<file path="src/rtl/core/vram_rect_fill_copy_macros.svh">
// Assertion helpers shared by the frame store block.
// Every use samples on clk and is quiet while arst_n is low.
`ifndef VRAM_RECT_FILL_COPY_MACROS_SVH
`define VRAM_RECT_FILL_COPY_MACROS_SVH

// Same-cycle implication.
`define VRFC_ASSERT_NOW(lbl, ante, cons, msg) \
	lbl: assert property (@(posedge clk) disable iff (!arst_n) (ante) |-> (cons)) \
		else $error(msg);

// Next-cycle implication.
`define VRFC_ASSERT_NEXT(lbl, ante, cons, msg) \
	lbl: assert property (@(posedge clk) disable iff (!arst_n) (ante) |=> (cons)) \
		else $error(msg);

`endif

</file>
<file path="src/rtl/core/vrfc_pkg.sv">
`default_nettype none
package vrfc_pkg;

	localparam int FRAME_W     = 1024;
	localparam int FRAME_H     = 512;
	localparam int X_W         = $clog2(FRAME_W);
	localparam int Y_W         = $clog2(FRAME_H);
	localparam int ADDR_W      = X_W + Y_W;
	localparam int STORE_DEPTH = FRAME_W * FRAME_H;
	localparam int PIX_W       = 16;
	localparam int RAW_W       = 16;

	localparam logic [1:0] CMD_FILL = 2'd0;
	localparam logic [1:0] CMD_COPY = 2'd1;
	localparam logic [1:0] CMD_READ = 2'd2;

	localparam logic [1:0] ST_DONE     = 2'd0;
	localparam logic [1:0] ST_SKIPPED  = 2'd1;
	localparam logic [1:0] ST_EMPTY    = 2'd2;
	localparam logic [1:0] ST_REJECTED = 2'd3;

	typedef struct packed {
		logic [1:0]       cmd;
		logic [RAW_W-1:0] x_a;
		logic [RAW_W-1:0] y_a;
		logic [RAW_W-1:0] x_b;
		logic [RAW_W-1:0] y_b;
		logic [RAW_W-1:0] rect_width;
		logic [RAW_W-1:0] rect_height;
		logic [PIX_W-1:0] fill_colour;
	} cmd_item_t;

	typedef struct packed {
		logic [1:0]       status;
		logic [PIX_W-1:0] pixel_value;
	} rsp_item_t;

	typedef struct packed {
		logic              we;
		logic [ADDR_W-1:0] waddr;
		logic [PIX_W-1:0]  wdata;
		logic [ADDR_W-1:0] raddr;
	} ram_req_t;

	typedef struct packed {
		logic      valid;
		rsp_item_t rsp;
	} seq_done_t;

endpackage
`default_nettype wire

</file>
<file path="src/rtl/core/vrfc_seq.sv">
`default_nettype none
module vrfc_seq
	import vrfc_pkg::*;
(
	input  wire logic             clk,
	input  wire logic             arst_n,
	input  wire logic             start,
	input  wire cmd_item_t        item,
	input  wire logic             skip_fills,
	output      logic             idle,
	output      seq_done_t        done,
	input  wire logic             done_take,
	output      ram_req_t         ram_req,
	input  wire logic [PIX_W-1:0] ram_rdata
);

	localparam int CLIP_W = RAW_W + 2;
	localparam int SUM_W  = RAW_W + 1;
	localparam logic signed [CLIP_W-1:0] CLIP_FW = CLIP_W'(FRAME_W);
	localparam logic signed [CLIP_W-1:0] CLIP_FH = CLIP_W'(FRAME_H);
	localparam logic [SUM_W-1:0] SUM_FH = SUM_W'(FRAME_H);

	localparam logic [3:0] S_IDLE = 4'd0;
	localparam logic [3:0] S_DEC  = 4'd1;
	localparam logic [3:0] S_CLIP = 4'd2;
	localparam logic [3:0] S_FILL = 4'd3;
	localparam logic [3:0] S_CRD  = 4'd4;
	localparam logic [3:0] S_CWR  = 4'd5;
	localparam logic [3:0] S_RRD  = 4'd6;
	localparam logic [3:0] S_RDAT = 4'd7;
	localparam logic [3:0] S_DONE = 4'd8;

	logic [3:0] state_q;

	cmd_item_t                item_q;
	logic signed [CLIP_W-1:0] xe_q, ye_q;
	logic [ADDR_W-1:0]        src_q, dst_q;
	logic [X_W-1:0]           src_x_q, dst_x_q;
	logic [Y_W-1:0]           src_y_q, dst_y_q;
	logic [RAW_W-1:0]         col_len_q, col_cnt_q, row_cnt_q;
	logic [1:0]               status_q;
	logic [PIX_W-1:0]         pixel_q;

	// fill clipping
	logic signed [CLIP_W-1:0] x0s, y0s, ws, hs, x0c, y0c, xec, yec;
	logic                     clip_empty;

	// copy checks
	logic [X_W-1:0]   csx, cdx;
	logic [Y_W-1:0]   csy, cdy;
	logic [SUM_W-1:0] cs_end, cd_end;
	logic             cpy_reject, cpy_zero;

	// shared walk step
	logic              last_col, last_row, step_done;
	logic [ADDR_W-1:0] src_nxt, dst_nxt;
	logic [Y_W-1:0]    src_y_nxt, dst_y_nxt;
	logic [RAW_W-1:0]  col_nxt, row_nxt;

	always_comb begin
		x0s = $signed({{(CLIP_W-RAW_W){item_q.x_a[RAW_W-1]}}, item_q.x_a});
		y0s = $signed({{(CLIP_W-RAW_W){item_q.y_a[RAW_W-1]}}, item_q.y_a});
		ws  = $signed({{(CLIP_W-RAW_W){item_q.rect_width[RAW_W-1]}}, item_q.rect_width});
		hs  = $signed({{(CLIP_W-RAW_W){item_q.rect_height[RAW_W-1]}}, item_q.rect_height});
		x0c = (x0s < 0) ? '0 : x0s;
		y0c = (y0s < 0) ? '0 : y0s;
		xec = (xe_q > CLIP_FW) ? CLIP_FW : xe_q;
		yec = (ye_q > CLIP_FH) ? CLIP_FH : ye_q;
		clip_empty = (xec <= x0c) || (yec <= y0c);
	end

	always_comb begin
		csx = item_q.x_a[X_W-1:0];
		csy = item_q.y_a[Y_W-1:0];
		cdx = item_q.x_b[X_W-1:0];
		cdy = item_q.y_b[Y_W-1:0];
		cs_end = {{(SUM_W-Y_W){1'b0}}, csy} + {1'b0, item_q.rect_height};
		cd_end = {{(SUM_W-Y_W){1'b0}}, cdy} + {1'b0, item_q.rect_height};
		cpy_reject = ((csx == cdx) && (csy == cdy)) || (cs_end > SUM_FH) || (cd_end > SUM_FH);
		cpy_zero = (item_q.rect_width == '0) || (item_q.rect_height == '0);
	end

	// advance both pointers; a new row restarts at the row's left edge
	always_comb begin
		last_col  = (col_cnt_q == RAW_W'(1));
		last_row  = (row_cnt_q == RAW_W'(1));
		step_done = last_col && last_row;
		if (last_col) begin
			src_y_nxt = Y_W'(src_y_q + 1'b1);
			dst_y_nxt = Y_W'(dst_y_q + 1'b1);
			src_nxt   = {src_y_nxt, src_x_q};
			dst_nxt   = {dst_y_nxt, dst_x_q};
			col_nxt   = col_len_q;
			row_nxt   = RAW_W'(row_cnt_q - 1'b1);
		end else begin
			src_y_nxt = src_y_q;
			dst_y_nxt = dst_y_q;
			src_nxt   = ADDR_W'(src_q + 1'b1);
			dst_nxt   = ADDR_W'(dst_q + 1'b1);
			col_nxt   = RAW_W'(col_cnt_q - 1'b1);
			row_nxt   = row_cnt_q;
		end
	end

	always_ff @(posedge clk or negedge arst_n) begin
		if (!arst_n) begin
			state_q <= S_IDLE;
		end else begin
			unique case (state_q)
				S_IDLE: if (start) state_q <= S_DEC;
				S_DEC: begin
					unique case (item_q.cmd)
						CMD_FILL: state_q <= skip_fills ? S_DONE : S_CLIP;
						CMD_COPY: state_q <= (cpy_reject || cpy_zero) ? S_DONE : S_CRD;
						CMD_READ: state_q <= S_RRD;
						default:  state_q <= S_DONE;
					endcase
				end
				S_CLIP: state_q <= clip_empty ? S_DONE : S_FILL;
				S_FILL: if (step_done) state_q <= S_DONE;
				S_CRD:  state_q <= S_CWR;
				S_CWR:  state_q <= step_done ? S_DONE : S_CRD;
				S_RRD:  state_q <= S_RDAT;
				S_RDAT: state_q <= S_DONE;
				S_DONE: if (done_take) state_q <= S_IDLE;
				default: state_q <= S_IDLE;
			endcase
		end
	end

	always_ff @(posedge clk) begin
		unique case (state_q)
			S_IDLE: if (start) item_q <= item;
			S_DEC: begin
				status_q <= ST_DONE;
				pixel_q  <= '0;
				unique case (item_q.cmd)
					CMD_FILL: begin
						if (skip_fills) status_q <= ST_SKIPPED;
						xe_q <= x0s + ws;
						ye_q <= y0s + hs;
					end
					CMD_COPY: begin
						if (cpy_reject) status_q <= ST_REJECTED;
						src_q     <= {csy, csx};
						dst_q     <= {cdy, cdx};
						src_x_q   <= csx;
						src_y_q   <= csy;
						dst_x_q   <= cdx;
						dst_y_q   <= cdy;
						col_len_q <= item_q.rect_width;
						col_cnt_q <= item_q.rect_width;
						row_cnt_q <= item_q.rect_height;
					end
					CMD_READ: src_q <= {csy, csx};
					default: ;
				endcase
			end
			S_CLIP: begin
				if (clip_empty) status_q <= ST_EMPTY;
				dst_q     <= {y0c[Y_W-1:0], x0c[X_W-1:0]};
				dst_x_q   <= x0c[X_W-1:0];
				dst_y_q   <= y0c[Y_W-1:0];
				col_len_q <= RAW_W'(xec - x0c);
				col_cnt_q <= RAW_W'(xec - x0c);
				row_cnt_q <= RAW_W'(yec - y0c);
			end
			S_FILL, S_CWR: begin
				src_q     <= src_nxt;
				dst_q     <= dst_nxt;
				src_y_q   <= src_y_nxt;
				dst_y_q   <= dst_y_nxt;
				col_cnt_q <= col_nxt;
				row_cnt_q <= row_nxt;
			end
			S_RDAT: pixel_q <= ram_rdata;
			default: ;
		endcase
	end

	always_comb begin
		ram_req.we    = (state_q == S_FILL) || (state_q == S_CWR);
		ram_req.waddr = dst_q;
		ram_req.wdata = (state_q == S_FILL) ? item_q.fill_colour : ram_rdata;
		ram_req.raddr = src_q;
	end

	assign idle                   = (state_q == S_IDLE);
	assign done.valid             = (state_q == S_DONE);
	assign done.rsp.status        = status_q;
	assign done.rsp.pixel_value   = pixel_q;

endmodule
`default_nettype wire
</file>
<file path="config.mk">
export PLATFORM = sky130hd
export DESIGN_NAME = vrfc_seq
export DESIGN_NICKNAME = d
export VERILOG_FILES = /design/src/rtl/core/vram_rect_fill_copy_macros.svh /design/src/rtl/core/vrfc_pkg.sv /design/src/rtl/core/vrfc_seq.sv
export SDC_FILE = /design/constraint.sdc
export NUM_CORES = 1
export LEC_CHECK = 0
export ABC_AREA = 1
export ABC_CLOCK_PERIOD_IN_PS = 12450
export BUFFER_PORTS_ARGS = -buffer_cell sky130_fd_sc_hd__buf_2
export CAP_MARGIN = 20
export CORE_MARGIN = 2
export CORE_UTILIZATION = 30
export DETAILED_ROUTE_END_ITERATION = 6
export PLACE_DENSITY_LB_ADDON = 0.3
export SLEW_MARGIN = 30
export SYNTH_ARGS = -nofsm -noshare
export SYNTH_HDL_FRONTEND = slang
export SYNTH_SLANG_ARGS = --single-unit
</file>
<file path="constraint.sdc">
create_clock -name clk -period 12.45 [get_ports clk]
set_input_delay 0.6225 -clock clk [delete_from_list [all_inputs] [get_ports clk]]
set_output_delay 0.6225 -clock clk [all_outputs]
set_load 0.005 [all_outputs]
</file>
=== After elaboration in Yosys (flattened, before gate mapping) ===
Index checks and enable logic that the tools add are counted.
Widths: inputs -> output; s select.

* Input bits: 135
* Word-level logic and storage cells: 132
* Register bits: 283
* Output and inout port bits: 75

* Magnitude comparators: 8
* Reduce and logical (&&, ||, !) cells: 28
* Equality and inequality tests: 21
* $add $sub $neg: 12
* Multiplexer cells: 41

{| class="wikitable"
|+ Operators with widths
! cell !! number
|-
| $pmux 16 s3 || 2
|-
| $mux 16 || 5
|-
| $mux 19 || 4
|-
| $mux 18 || 4
|-
| $pmux 16 s2 || 2
|-
| $pmux 19 s3 || 1
|-
| $add 19x1->19 const B || 2
|-
| $pmux 19 s2 || 1
|-
| $le 18x18->1 || 2
|-
| $mux 9 || 4
|-
| $pmux 4 s9 || 1
|-
| $add 16x16->17 || 2
|-
| $add 9x16->17 || 2
|-
| $gt 17x10->1 const B || 2
|-
| $eq 16x1->1 const B || 2
|-
| $logic_not 16->1 || 2
|-
| $lt 16x1->1 const B || 2
|-
| $sub 16x1->16 const B || 2
|-
| $sub 16x16->16 || 2
|-
| $mux 4 || 7
|-
| $pmux 9 s3 || 1
|-
| $pmux 10 s2 || 1
|-
| $add 9x1->9 const B || 2
|-
| $gt 18x11->1 const B || 1
|-
| other kinds (26) || 54
|}

=== Logic depth before layout (Yosys ltp) ===
* Depth in word-level cells: 8
* Gate-level depth with buffers: 25
* Mapped depth without buffers: 25

=== Worst setup path after synthesis ===
Ideal clock, no wire load.

* Path kind: flip-flop to flip-flop
* From: reg state_q[3]
* To: reg item_q, in the netlist cdx[0] (enable)
* Library setup time: 0.561 ns
* Arrival time: 5.088 ns
* Path buffers: 0
* Data required time: 11.889 ns
* Cell stages (with the launch flop): 6
* Clock period less this slack: 5.650 ns
* Setup slack: 6.800 ns
* Cells stage by stage: dfrtp_1 -> nor2_1 -> inv_2 -> nor2_1 -> inv_1 -> nor2_1

* Longest elaborated chain between the ends: 2

{| class="wikitable"
|+ Ends and longest elaborated chain
! element !! line !! text
|-
| from (decl) || vrfc_seq.sv:33 || <nowiki>logic [3:0] state_q;</nowiki>
|-
| from (signal assigned) || vrfc_seq.sv:113 || <nowiki>CMD_FILL: state_q <= skip_fills ? S_DONE : S_CLIP;</nowiki>
|-
| from (signal assigned) || vrfc_seq.sv:114 || <nowiki>CMD_COPY: state_q <= (cpy_reject || cpy_zero) ? S_DONE : S_CRD;</nowiki>
|-
| from (signal assigned) || vrfc_seq.sv:119 || <nowiki>S_CLIP: state_q <= clip_empty ? S_DONE : S_FILL;</nowiki>
|-
| $logic_not 4->1 || -- ||
|-
| named net idle || vrfc_seq.sv:10 || <nowiki>output logic idle,</nowiki>
|-
| $reduce_and 2->1 (no line) || -- ||
|-
| to (signal assigned) || vrfc_seq.sv:133 || <nowiki>S_IDLE: if (start) item_q <= item;</nowiki>
|-
| to (decl) || vrfc_seq.sv:35 || <nowiki>cmd_item_t item_q;</nowiki>
|}

The timed path passes the listed nets, and every way through them passes these cells.
A chain may end at the register's enable or synchronous reset.

=== Final worst setup path ===
* From: reg state_q[3]
* To: reg row_cnt_q[13] (enable)

* Longest elaborated chain between the ends: 4
* Elaborated cells between the ends (all ways): 9
* Classes of those cells: eq/ne: 6; reduce/logical: 3

{| class="wikitable"
|+ Ends and longest elaborated chain
! element !! line !! text
|-
| $eq 4x2->1 / $eq 4x3->1 (equally long branches) || vrfc_seq.sv:132 || <nowiki>unique case (state_q)</nowiki>
|-
| $reduce_or 2->1 || vrfc_seq.sv:132 ||
|-
| $ne 2x2->1 (no line) / $reduce_bool 3->1 (equally long branches) || -- ||
|-
| $reduce_and 3->1 (no line) * || -- ||
|-
| to (signal assigned) || vrfc_seq.sv:153 || <nowiki>row_cnt_q <= item_q.rect_height;</nowiki>
|-
| to (signal assigned) || vrfc_seq.sv:166 || <nowiki>row_cnt_q <= RAW_W'(yec - y0c);</nowiki>
|-
| to (signal assigned) || vrfc_seq.sv:174 || <nowiki>row_cnt_q <= row_nxt;</nowiki>
|-
| to (decl) || vrfc_seq.sv:40 || <nowiki>logic [RAW_W-1:0] col_len_q, col_cnt_q, row_cnt_q;</nowiki>
|}

Mark *: on every way between the ends. The rest lies on a longest branch, timed or not.

==> reports/metrics.yaml <==
hold_class: "in -> reg"
crit_chain: "nor2_1 -> inv_2 -> nor2_2 -> nor2_4 -> buf_4 -> inv_2 -> buf_4 -> nor2_4 -> inv_2 -> nor2_1 -> nor3_2 -> buf_4"
slew_violations: 0
ff_latch_area_um2: 8420
worst-setup-path-type: "reg -> reg"
slew-limit-headroom: 0.405
ios: 210
pre_cts_ws_ps: 8020
ys_async_sr_fraction: 0.0142
grt_setup_unrepaired: "no"
syn_inst: 1996
cp.arrival_ps: 4660
clockBufferDepth: 3
total_leakage_power_nw: 8.89
cts_made_buffers: 37
internal_power_w: 0.00277
worst_pin_slew_ps: 892
routed_wl_um: 54000
finalHoldViolCount: 0
dp_hpwl_um: 41500
status: "finished clean"
vdd_drop_max_uv: 111
cts_root_buf: "clkbuf_16"
setup_viol_count_final: 0
swShare: 0.405
synth_edf_count: 277
synth_cell_type_count: 53
max_freq_mhz: 225
finalCritPeriodShare: 0.356
clkTransAtPathRegs_ps: 60
wl_per_cell_um: 18.0
grt_max_degree: 83
p_per_area_nw_per_um2: 228
nNetsFinal: 2431
h-tree-depth: 2
slowest_delay_ps: 680
grt_usage: 0.180
die_area_um2: 59400
grt_pass1_wl_um: 83200
antenna_left: 0
num_rows: 87
yosysWarnings: 0
grt-ovfl-total: 0
antenna_found_initial: 1
synth_seq_area_share: 0.488
syn2layout_area_growth_pct: 18.3
gp_congestion: 0.885
syn_nets: 2220
cp-start-kind: "flop"
clk_latency_ps: 560
skew_ps: 38.2
fp.coreArea_um2: 56600
routed-via-count: 14700
tritoncts: "built"
cts_sinks: 281
first_pass_iters: 5
drcViolationCount: 0
clockPowerShare: 0.224
die_h_um: 244
netlist_area_um2: 17200
layout_min_cycle_time_ps: 4440
p_comb_frac: 0.387
grt_pass1_vias: 14500
max_cap_viol_count: 0
io_buffers: 196
drive_above_1_share: 0.141
via_per_inst: 4.90
power.switching_w: 0.00188
synthTopCellsByArea: "edfxtp_1, nand2_1, ha_1, inv_1, nor2_1"
p_total_w: 0.00465
die_w_um: 244
cp_max_fo: 82
crit_path_end_kind: "flop"
yosys.area.top_type: "edfxtp_1"
power_frac_seq: 0.390
fin_ws_ps: 8010
syn_avg_cell_area_um2: 8.64
first_iter_violations: 1070
ys_ff_latch: 281
synth_top_area_share: 0.482
crit_path_top_delay_cell: "nor3_2"
required_ps: 12670
multiInputGateArea_um2: 7690
yosys_most_used_dff: "edfxtp_1"
tns_ps: 0
start_util: 0.305
fill_cells: 5864
## area by class of cell
cell class	instances	area share
Clock inverter	25	0.0105
Inverter	268	0.0493
Tap cell	756	0.0464
Antenna cell	1	0.000123
Multi-Input combinational cell	1407	0.377
Clock buffer	40	0.0470
Timing Repair Buffer	212	0.0570
Sequential cell	281	0.413
## synth_stat cells, types with 16 or more instances
master / instances
o21ai_0: 137
o221ai_1: 16
nor2_1: 199
clkbuf_1: 23
xor2_1: 60
o211ai_1: 27
a21oi_1: 96
xnor2_1: 24
nor3_1: 20
edfxtp_1: 277
nor4_1: 16
nand3_1: 103
inv_1: 259
ha_1: 84
nand4_1: 30
nand2_1: 482
## power groups by stage
stage	sequential, W	combinational, W	clock, W
after floorplan	0.00173	0.00122	0
after global placement	0.00182	0.00172	0
final	0.00181	0.00180	0.00104
after CTS	0.00181	0.00180	0.00107
after detailed placement	0.00183	0.00179	0
after global routing	0.00185	0.00203	0.00110
## registers in the layout, summed over array words and instances (netlist names), 16 cells and up
name       cells
col_cnt_q     16
col_len_q     16
dst_q         19
hs            16
item_q        47
pixel_q       16
row_cnt_q     16
src_q         19
xe_q          17
ye_q          17
## cells in the final DEF (no fill, tap or decap), types with 5 or more instances in the layout
| cell | n |
|---|---|
| o21ai_0 | 136 |
| buf_4 | 12 |
| nor4_1 | 15 |
| nand2_1 | 482 |
| clkinv_1 | 10 |
| o21ai_1 | 10 |
| a31oi_1 | 10 |
| inv_1 | 259 |
| inv_2 | 9 |
| nor2_1 | 195 |
| xor2_1 | 60 |
| o31ai_1 | 6 |
| fa_1 | 5 |
| a21oi_1 | 96 |
| ha_1 | 84 |
| o211ai_1 | 27 |
| nand3_1 | 103 |
| edfxtp_1 | 277 |
| o221ai_1 | 16 |
| clkbuf_16 | 38 |
| a21o_1 | 5 |
| nor2_4 | 9 |
| nand3b_1 | 9 |
| nand4_1 | 30 |
| nor2_2 | 6 |
| buf_2 | 196 |
| or2_2 | 11 |
| nor3_1 | 19 |
| xnor2_1 | 24 |
| clkinv_2 | 6 |
## per-stage QoR
step	instances	area (um^2)	hold WS, ps	util
finish	2990	20400	229	0.360
global route	2990	20400	201	0.360
CTS	2989	20400	190	0.360
detailed placement	2923	19200	433	0.339
global placement	2920	19100	432	0.338
floorplan	1996	17200	327	-
## layer usage
layer / global-route usage / routed length (um) / vias to the layer above
li1: - / - / 7212
met1: 0.244 / 24800 / 6915
met2: 0.293 / 24500 / 426
met3: 0.0310 / 3100 / 97
met4: 0.0551 / 1530 / 0
met5: 0 / 0 / -
## critical path: cells and delay by family (launching register included)
kind / cells / cell delay, ps
simple gates: 6 / 1570
flops: 1 / 420
buf+inv: 6 / 2060
## final timing paths
kind,from,to,slack (ps),depth (start not counted)
worst min-delay path,item[84],csy[4],230,1
max in group asynchronous,arst_n,state_q[2],11900,2
min in group asynchronous,arst_n,state_q[0],430,2
worst min register to register,dst_x_q[4],dst_q[4],550,2
worst max register to register,state_q[3],row_cnt_q[13],8010,12
worst max-delay path,state_q[3],row_cnt_q[13],8010,12
## cell families (layout without fill, tap and decap cells)
kind of cell               Yosys count  count (layout)  synth area share
AOI/OAI and AO/OA                  331             331             0.110
DFF                                281             281             0.488
xor gates and xnor gates            84              84            0.0427
adders and majority gates           89              89            0.0667
buffers and inverters              308             545            0.0685
and+or+nand+nor                    903             903             0.224
other                                0               1                 0
## repair_timing
item / CTS / global route
gates resized for setup: 0 / 0
setup buffers: 0 / 0
hold buffers: 1 / 0
hold endpoints to repair: 4 / 0
Power figures use the tool's default switching activity.
